## src/hdl/stp_pkg.sv

```systemverilog
// Package for the stepper step sequencer: action codes, result bundle,
// reset constants and the full-step coil table. No dependencies.
`timescale 1ns / 1ps

package stp_pkg;

    // Default width of the tick and step counters.
    localparam int COUNT_BITS_DEF = 16;

    // Step period after reset, in ticks.
    localparam int RESET_PERIOD = 11;

    // Input action codes.
    typedef enum logic [1:0] {
        ACT_TICK = 2'd0,
        ACT_MOVE = 2'd1,
        ACT_RUN  = 2'd2,
        ACT_STOP = 2'd3
    } stp_action_t;

    // One result item as it leaves the core.
    typedef struct packed {
        logic [3:0] coil_pattern;
        logic       stepped;
        logic       moving;
        logic       move_done;
    } stp_result_t;

    // Two-coils-on pattern for each phase, coil a in the LSB.
    function automatic logic [3:0] coil_of_phase(input logic [1:0] phase);
        logic [3:0] pattern;
        unique case (phase)
            2'd0: pattern = 4'h3;
            2'd1: pattern = 4'h6;
            2'd2: pattern = 4'hC;
            2'd3: pattern = 4'h9;
            default: pattern = 4'h3;
        endcase
        return pattern;
    endfunction

endpackage

```

## src/hdl/stp_core.sv

```systemverilog
// Sequencer state and its update for one item.
// Depends on stp_pkg.
`timescale 1ns / 1ps

module stp_core
    import stp_pkg::*;
#(
    parameter int COUNT_BITS = COUNT_BITS_DEF
)
(
    input  logic                  clk,
    input  logic                  rst_n,
    input  logic                  en,
    input  logic [1:0]            action,
    input  logic [COUNT_BITS-1:0] period,
    input  logic                  dir,
    input  logic [COUNT_BITS-1:0] count,
    output stp_result_t           result
);

    logic [1:0]            phase_reg, phase_next;
    logic [COUNT_BITS-1:0] tick_reg, tick_next;
    logic [COUNT_BITS-1:0] period_reg, period_next;
    logic [COUNT_BITS-1:0] last_run_reg, last_run_next;
    logic                  running_reg, running_next;
    logic                  limited_reg, limited_next;
    logic                  dir_reg, dir_next;
    logic [COUNT_BITS-1:0] done_cnt_reg, done_cnt_next;
    logic [COUNT_BITS-1:0] target_reg, target_next;

    logic [COUNT_BITS-1:0] tick_inc;
    logic [COUNT_BITS-1:0] done_inc;
    logic                  stepped;
    logic                  move_done;

    assign tick_inc = tick_reg + COUNT_BITS'(1);
    assign done_inc = done_cnt_reg + COUNT_BITS'(1);

    // Decode the action and work out the next state.
    always_comb
    begin
        phase_next    = phase_reg;
        tick_next     = tick_reg;
        period_next   = period_reg;
        last_run_next = last_run_reg;
        running_next  = running_reg;
        limited_next  = limited_reg;
        dir_next      = dir_reg;
        done_cnt_next = done_cnt_reg;
        target_next   = target_reg;
        stepped       = 1'b0;
        move_done     = 1'b0;

        unique case (stp_action_t'(action))
            ACT_MOVE:
            begin
                period_next   = period;
                dir_next      = dir;
                target_next   = count;
                done_cnt_next = '0;
                tick_next     = '0;
                limited_next  = 1'b1;
                // A move of zero steps finishes at once.
                running_next  = (count != '0);
                move_done     = (count == '0);
            end
            ACT_RUN:
            begin
                if (period != last_run_reg)
                begin
                    tick_next     = '0;
                    last_run_next = period;
                end
                period_next  = period;
                running_next = 1'b1;
                limited_next = 1'b0;
            end
            ACT_STOP:
            begin
                running_next = 1'b0;
            end
            ACT_TICK:
            begin
                if (running_reg)
                begin
                    tick_next = tick_inc;
                    if (tick_inc == period_reg)
                    begin
                        tick_next     = '0;
                        phase_next    = dir_reg ? phase_reg + 2'd1 : phase_reg - 2'd1;
                        stepped       = 1'b1;
                        done_cnt_next = done_inc;
                        if (limited_reg && (done_inc >= target_reg))
                        begin
                            running_next = 1'b0;
                            move_done    = 1'b1;
                        end
                    end
                end
            end
            default:
            begin
                running_next = running_reg;
            end
        endcase
    end

    // Result of this item, shown after the update.
    always_comb
    begin
        result.coil_pattern = coil_of_phase(phase_next);
        result.stepped      = stepped;
        result.moving       = running_next;
        result.move_done    = move_done;
    end

    // State registers, updated once per accepted item.
    always_ff @(posedge clk or negedge rst_n)
    begin
        if (!rst_n)
        begin
            phase_reg    <= '0;
            tick_reg     <= '0;
            period_reg   <= COUNT_BITS'(RESET_PERIOD);
            last_run_reg <= '0;
            running_reg  <= 1'b0;
            limited_reg  <= 1'b0;
            dir_reg      <= 1'b0;
            done_cnt_reg <= '0;
            target_reg   <= '0;
        end
        else if (en)
        begin
            phase_reg    <= phase_next;
            tick_reg     <= tick_next;
            period_reg   <= period_next;
            last_run_reg <= last_run_next;
            running_reg  <= running_next;
            limited_reg  <= limited_next;
            dir_reg      <= dir_next;
            done_cnt_reg <= done_cnt_next;
            target_reg   <= target_next;
        end
    end

endmodule

```

## src/hdl/stepper_step_sequencer_top.sv

```systemverilog
// Top level of the stepper step sequencer: input register, core, result register.
// Depends on stp_pkg and stp_core.
`timescale 1ns / 1ps
//
//  Channel   Handshake               Fields
//  --------  ----------------------  ------------------------------------------------
//  command   cmd_valid / cmd_stall   action, step_period, turn_direction, step_count
//  result    res_valid / res_stall   coil_pattern, stepped, moving, move_done
//
//  Every accepted item gives exactly one result item, after passing through the input
//  register and then the result register. One item per cycle is sustained while
//  res_stall is low; the state update in the core sets that rate.
//  Reset clears the sequencer to phase 0, stopped, period 11 ticks.
//  When the result is stalled and both registers are full, cmd_stall rises.

module stepper_step_sequencer_top
    import stp_pkg::*;
#(
    parameter int COUNT_BITS = COUNT_BITS_DEF
)
(
    input  logic        clk,
    input  logic        rst_n,
    input  logic        cmd_valid,
    output logic        cmd_stall,
    input  logic [1:0]  action,
    input  logic [15:0] step_period,
    input  logic        turn_direction,
    input  logic [15:0] step_count,
    output logic        res_valid,
    input  logic        res_stall,
    output logic [3:0]  coil_pattern,
    output logic        stepped,
    output logic        moving,
    output logic        move_done
);

    logic                  in_valid_reg;
    logic [1:0]            action_reg;
    logic [15:0]           period_in_reg;
    logic                  dir_in_reg;
    logic [15:0]           count_in_reg;
    logic                  res_valid_reg;
    stp_result_t           res_reg;
    stp_result_t           core_result;
    logic                  advance;
    logic                  cmd_accept;
    logic [COUNT_BITS+15:0] period_ext;
    logic [COUNT_BITS+15:0] count_ext;

    // The input item moves on when the result register is free or drains.
    assign advance    = in_valid_reg && (!res_valid_reg || !res_stall);
    assign cmd_stall  = in_valid_reg && !advance;
    assign cmd_accept = cmd_valid && !cmd_stall;

    // Fit the 16-bit fields to the counter width.
    assign period_ext = {{COUNT_BITS{1'b0}}, period_in_reg};
    assign count_ext  = {{COUNT_BITS{1'b0}}, count_in_reg};

    // Input register.
    always_ff @(posedge clk or negedge rst_n)
    begin
        if (!rst_n)
        begin
            in_valid_reg <= 1'b0;
        end
        else if (cmd_accept)
        begin
            in_valid_reg <= 1'b1;
        end
        else if (advance)
        begin
            in_valid_reg <= 1'b0;
        end
    end

    always_ff @(posedge clk)
    begin
        if (cmd_accept)
        begin
            action_reg    <= action;
            period_in_reg <= step_period;
            dir_in_reg    <= turn_direction;
            count_in_reg  <= step_count;
        end
    end

    stp_core #(
        .COUNT_BITS (COUNT_BITS)
    ) u_core (
        .clk    (clk),
        .rst_n  (rst_n),
        .en     (advance),
        .action (action_reg),
        .period (period_ext[COUNT_BITS-1:0]),
        .dir    (dir_in_reg),
        .count  (count_ext[COUNT_BITS-1:0]),
        .result (core_result)
    );

    // Result register.
    always_ff @(posedge clk or negedge rst_n)
    begin
        if (!rst_n)
        begin
            res_valid_reg <= 1'b0;
        end
        else if (advance)
        begin
            res_valid_reg <= 1'b1;
        end
        else if (!res_stall)
        begin
            res_valid_reg <= 1'b0;
        end
    end

    always_ff @(posedge clk)
    begin
        if (advance)
        begin
            res_reg <= core_result;
        end
    end

    assign res_valid    = res_valid_reg;
    assign coil_pattern = res_reg.coil_pattern;
    assign stepped      = res_reg.stepped;
    assign moving       = res_reg.moving;
    assign move_done    = res_reg.move_done;

endmodule

```

## config.mk

```make
export PLATFORM = sky130hd
export DESIGN_NAME = stepper_step_sequencer_top
export DESIGN_NICKNAME = d
export VERILOG_FILES = /design/src/hdl/stp_pkg.sv /design/src/hdl/stp_core.sv /design/src/hdl/stepper_step_sequencer_top.sv
export SDC_FILE = /design/constraint.sdc
export NUM_CORES = 1
export LEC_CHECK = 0
export BUFFER_PORTS_ARGS = -buffer_cell sky130_fd_sc_hd__buf_2
export CORE_UTILIZATION = 35
export DETAILED_ROUTE_END_ITERATION = 8
export PLACE_DENSITY = 0.49
export SLEW_MARGIN = 0
export SYNTH_ARGS = -nofsm -noshare
export SYNTH_HDL_FRONTEND = slang
export SYNTH_SLANG_ARGS = --single-unit
```

## constraint.sdc

```tcl
create_clock -name clk -period 3.9 [get_ports clk]
set_clock_uncertainty 0.1 [all_clocks]
set_input_delay 0 -clock clk [delete_from_list [all_inputs] [get_ports clk]]
set_output_delay 0 -clock clk [all_outputs]
set_load 0.05 [all_outputs]
```

* After elaboration in Yosys (flattened, before gate mapping)
Index checks and enable logic that the tools add are counted.
** Word-level totals
- Register bits :: 129
- Latch bits :: 0
- Bits in writable memories :: 0
- Memory bits (read-only) :: 0
- Input bits :: 39
- Output and inout port bits :: 9
- Logic and storage cells :: 87
- Memories kept :: 0
** Operators by class
- Add/sub/neg operators :: 4
- Multiply operators :: 0
- Div/mod/pow operators :: 0
- Magnitude comparators :: 1
- Equal/unequal tests :: 12
- Shift-type cells :: 0
- Multiplexer cells :: 26
- Bitwise gates (word level) :: 0
- Reduce and logical (&&, ||, !) cells :: 25
** Operators by type and width (count)
- $mux 16 :: 5
- $pmux 16 s3 :: 1
- $add 16x1->16 const B :: 2
- $pmux 16 s2 :: 1
- $eq 16x16->1 :: 1
- $ge 16x16->1 :: 1
- $logic_not 16->1 :: 1
- $ne 16x16->1 :: 1
- $pmux 4 s4 :: 1
- $reduce_bool 16->1 :: 1
- $mux 1 :: 11
- $eq 2x2->1 const B :: 4
- $mux 2 :: 4
- $ne 2x1->1 const B :: 4
- $reduce_and 2->1 :: 4
- $reduce_and 4->1 :: 2
- $reduce_bool 2->1 :: 3
- $eq 2x1->1 const B :: 2
- $logic_and 1x1->1 :: 4
- $logic_not 1->1 :: 4
- $logic_not 2->1 :: 2
- $pmux 1 s2 :: 2
- $pmux 1 s4 :: 1
- $reduce_and 3->1 :: 1
- 5 further kinds :: 5

* Logic depth before layout (Yosys ltp)
- Word-level depth :: 8
- Depth in mapped cells :: 14
- Gate-level depth less buffers :: 14

* Hierarchy
A second synthesis with hierarchy kept.
** Unflattened totals
- Cell total of the unflattened synthesis :: 553
- Area total of the unflattened synthesis :: 6451.2 um2
** Modules (own cells, without submodules)
- stp_core :: instances 1, cells each 503, area each 5097.4 um2, sequential area each 2130.8 um2
- stepper_step_sequencer_top :: instances 1, cells each 50, area each 1353.8 um2, sequential area each 1311.3 um2

* Worst setup path after synthesis
OpenSTA, ideal clock, no wires.
- Path type :: reg-to-reg
- From :: register u_core.tick_reg[1]
- To :: register res_reg (netlist bit coil_pattern[1]), data pin
- Setup time :: 0.262 ns
- Arrival time :: 3.290 ns
- Path slack :: 0.248 ns
- Cell stages (with the launch flop) :: 13
- Path buffers :: 1
- Clock period less this slack :: 3.652 ns
- Cell sequence :: dfrtp_1 -> ha_1 -> xnor2_1 -> nand2_1 -> or3_1 -> a2111o_1 -> or4_1 -> buf_4 -> nor3_1 -> xor2_1 -> inv_1 -> ha_1 -> or2_2
** RTL lines
- start: declaration :: RTL line stp_core.sv:22 : logic [COUNT_BITS-1:0] tick_reg, tick_next;
- start signal: assignment :: RTL line stp_core.sv:135 : tick_reg <= tick_next;
- end signal: assignment :: RTL line stepper_step_sequencer_top.sv:122 : res_reg <= core_result;
- end: declaration :: RTL line stepper_step_sequencer_top.sv:44 : stp_result_t res_reg;

==> impl_metrics.ini <==
[grt]
grt_pass1_wl_um = 26000
first_global_vias = 5020
grt_overflow = 0
track_usage = 0.166
antenna_violations_before_repair = 0
grt_start_max_net_pins = 53

[placed_design]
port_buffers = 47
detailed_place.area_um2 = 7510
detailedPlacementHpwl_um = 10900
place_worst_setup_slack_ns = 0.231
placed_cell_count = 928
gp_routability_congestion = 0.851

[yosys]
synth_seq_area_share = 0.495
netlist_top_cells_area = sky130_fd_sc_hd__dfrtp_1 (30%), sky130_fd_sc_hd__edfxtp_1 (18%), sky130_fd_sc_hd__mux2_2 (7.9%)
asyncSetResetFlopFracSynth = 0.674
yosys_warnings = 0
leading_area_contributor_after_synthesis = sky130_fd_sc_hd__dfrtp_1
post-synth-top-area-fraction = 0.302
most_used_flip_flop_cell_after_synthesis = sky130_fd_sc_hd__dfrtp_1
synthDistinctLibCells = 63
syn-instance-count = 627
register_bit_total_from_synthesis = 129
synth_edf_count = 42
synthesis.area_um2 = 6950
synthesis.nets = 692
synthesis.area_per_instance_um2 = 11.1

[die]
core_um2 = 19500
die_area_um2 = 20400
die-height_um = 143
initial_core_util = 0.357
boundaryPins = 48
placement_rows = 51
die_width_um = 143

[route]
detailroute.via_count = 5076
drt_pass1_iterations = 7
wire_per_inst_um = 15.6
vias_per_cell = 5.08
routed_wl_um = 15600
drt_iter0_markers = 343
remaining_drc_errors = 0
postRouteAntennaNets = 0

[setup_path]
crit_required_ns = 3.96
reg2reg_setup_slack_ns = 0.23
critPathLaunchType = flop
cp.arrival_ns = 3.73
worstReg2RegEnd = coil_pattern[1]$_DFFE_PP_
crit_path_end_kind = flop
rr_startpoint = u_core.tick_reg[0]$_DFFE_PN0P_
path_class = flop to flop
cp_max_fo = 3
rr_worst_depth = 11

[power_and_ir_drop]
peakVddDrop_uv = 294
internal_power_uw = 2900
power_leakage_uw = 0.00359
p_switching_uw = 1180
power_frac_seq = 0.442
combinationalPowerShare = 0.183
power-per-cell-area_nw_per_um2 = 482
clockPowerShare = 0.375
switching_share = 0.289

[cells_and_area]
ff_latch_area_um2 = 3440
multi_input_comb_area_um2 = 3210
layout-drive-gt1-share = 0.234
finished_layout_cell_area_um2 = 8470
finalNetCount = 786
final-instance-count-excl-fill = 999
num_antenna_cells = 0
layout-area-overhead-vs-synth_pct = 21.9
fillCellCount = 1828

[sta]
report.final.slew_viol_count = 0
report.final.hold_viol_count = 0
grt_setup_unrepaired = no
timing.max_slew.rel_slack = 0.514
summed_negative_setup_slack_over_all_endpoints_ns = 0
timing.final.crit_share = 0.941
setup_slack_ns = 0.231
tightest_pin_transition_ns = 0.729
maxClockFrequency_ghz = 0.273
final_period_minus_worst_setup_slack_ns = 3.67
report.final.setup_viol = 0

[job]
drv.max_cap_violation_count = 0

[clocking]
cts.sinks = 129
h-tree-depth = 4
clockBufferDepth = 2
cts_tree = built
numCtsBuffers = 17
worstSkewPairLatency_ns = 0.42
cts.repair_timing.setup_buffer_count = 0
clkSlewWorstSetupHoldPaths_ns = 0.06
cts.root.buffer_cell = sky130_fd_sc_hd__clkbuf_16

[status]
run_status = finished, final reports clean

[min_path]
min-delay-path-class = input pin to asynchronous set/reset pin
cell usage after synthesis, types with 3 or more instances:
library cell	n
sky130_fd_sc_hd__dfrtp_1	84
sky130_fd_sc_hd__mux2_2	49
sky130_fd_sc_hd__nand3_1	48
sky130_fd_sc_hd__nand2_1	43
sky130_fd_sc_hd__edfxtp_1	42
sky130_fd_sc_hd__xnor2_1	40
sky130_fd_sc_hd__inv_1	29
sky130_fd_sc_hd__ha_1	26
sky130_fd_sc_hd__nor2_1	25
sky130_fd_sc_hd__o21ai_0	23
sky130_fd_sc_hd__clkbuf_1	17
sky130_fd_sc_hd__nand4_1	16
sky130_fd_sc_hd__xor2_1	16
sky130_fd_sc_hd__o211ai_1	15
sky130_fd_sc_hd__and3_1	9
sky130_fd_sc_hd__nor4_1	9
sky130_fd_sc_hd__a21oi_1	8
sky130_fd_sc_hd__buf_4	8
sky130_fd_sc_hd__a21o_1	7
sky130_fd_sc_hd__nor3_1	7
sky130_fd_sc_hd__or4_1	7
sky130_fd_sc_hd__a31oi_1	6
sky130_fd_sc_hd__nand2b_1	6
sky130_fd_sc_hd__a211o_1	5
sky130_fd_sc_hd__and4_1	5
sky130_fd_sc_hd__buf_2	5
sky130_fd_sc_hd__nor3b_1	5
sky130_fd_sc_hd__o31ai_1	5
sky130_fd_sc_hd__o41ai_1	4
sky130_fd_sc_hd__buf_6	3
sky130_fd_sc_hd__dfstp_2	3
sky130_fd_sc_hd__nand4b_1	3
sky130_fd_sc_hd__nor2b_1	3
sky130_fd_sc_hd__or2_2	3
sky130_fd_sc_hd__or3_1	3
logic make-up (layout without fill, tap and decap cells):
logic type      count (synthesis)  count (layout)  synth area share
mux                            51              51            0.0823
simple gates                  209             209             0.172
fa+ha+maj                      26              26            0.0468
flops                         129             129             0.495
xor+xnor                       56              56            0.0706
buf+inv                        65             172            0.0436
compound gates                 91              91            0.0891
worst max-delay path by stage:
stage / start / endpoint / slack, ns / depth (start not counted)
after floorplan: u_core.tick_reg[1]$_DFFE_PN0P_ / coil_pattern[1]$_DFFE_PP_ / 0.25 / 12
after global placement: u_core.tick_reg[0]$_DFFE_PN0P_ / coil_pattern[1]$_DFFE_PP_ / 0.26 / 11
after detailed placement: u_core.tick_reg[0]$_DFFE_PN0P_ / coil_pattern[1]$_DFFE_PP_ / 0.23 / 11
after CTS: u_core.tick_reg[0]$_DFFE_PN0P_ / coil_pattern[1]$_DFFE_PP_ / 0.21 / 11
after global routing: u_core.tick_reg[2]$_DFFE_PN0P_ / coil_pattern[3]$_DFFE_PP_ / 0.02 / 11
final: u_core.tick_reg[0]$_DFFE_PN0P_ / coil_pattern[1]$_DFFE_PP_ / 0.23 / 11
stage by stage:
step | total power (µW) | utilization | hold WS, ns
after floorplan | 2330 | - | -0.396
after global placement | 2520 | 0.386 | 0.00447
after detailed placement | 2550 | 0.386 | 0.0165
after CTS | 4130 | 0.435 | 0.123
after global routing | 4310 | 0.435 | 0.167
final | 4080 | 0.435 | 0.0886
cells in the final DEF (no fill, tap or decap), types with 26 or more instances in the layout:
master	instances
sky130_fd_sc_hd__nand3_1	48
sky130_fd_sc_hd__ha_1	26
sky130_fd_sc_hd__dfrtp_1	83
sky130_fd_sc_hd__buf_2	46
sky130_fd_sc_hd__mux2_2	49
sky130_fd_sc_hd__nand2_1	43
sky130_fd_sc_hd__xnor2_1	40
sky130_fd_sc_hd__edfxtp_1	42
sky130_fd_sc_hd__dlygate4sd3_1	39
sky130_fd_sc_hd__inv_1	29
power by group through the flow:
stage	logic [µW]	registers (µW)	clock network (µW)
after floorplan	558	1770	0
after global placement	697	1820	0
final	747	1810	1530
after CTS	754	1800	1570
after global routing	839	1840	1630
after detailed placement	718	1830	0
routing by layer:
layer  routed length, µm  track usage
met2                6890        0.250
met5                   0            0
met1                7930        0.236
met4                 227       0.0583
met3                 572       0.0322
critical path, cell delays in order, from the launching register on:
cell,delay [ns]
sky130_fd_sc_hd__dfrtp_1,0.39
sky130_fd_sc_hd__ha_1,0.32
sky130_fd_sc_hd__xnor2_1,0.19
sky130_fd_sc_hd__nand2_1,0.09
sky130_fd_sc_hd__or3_1,0.35
sky130_fd_sc_hd__a2111o_1,0.44
sky130_fd_sc_hd__or4_1,0.50
sky130_fd_sc_hd__nor3_1,0.20
sky130_fd_sc_hd__xor2_1,0.27
sky130_fd_sc_hd__inv_1,0.10
sky130_fd_sc_hd__ha_1,0.18
sky130_fd_sc_hd__or2_2,0.28
cell type report:
class	count	share of cell area
clock inverter	13	0.0146
clock buffer	19	0.0523
tap	265	0.0391
sequential	129	0.406
inverter	30	0.0133
timing repair buffer	110	0.0954
multi-input combinational	433	0.379
repair_timing:
item | CTS | global route
hold buffers | 39 | 0
hold endpoints to repair | 88 | 0
resized for setup | 0 | 2
endpoints found under the setup margin | 0 | 3
(Power assumes the default switching activity.)
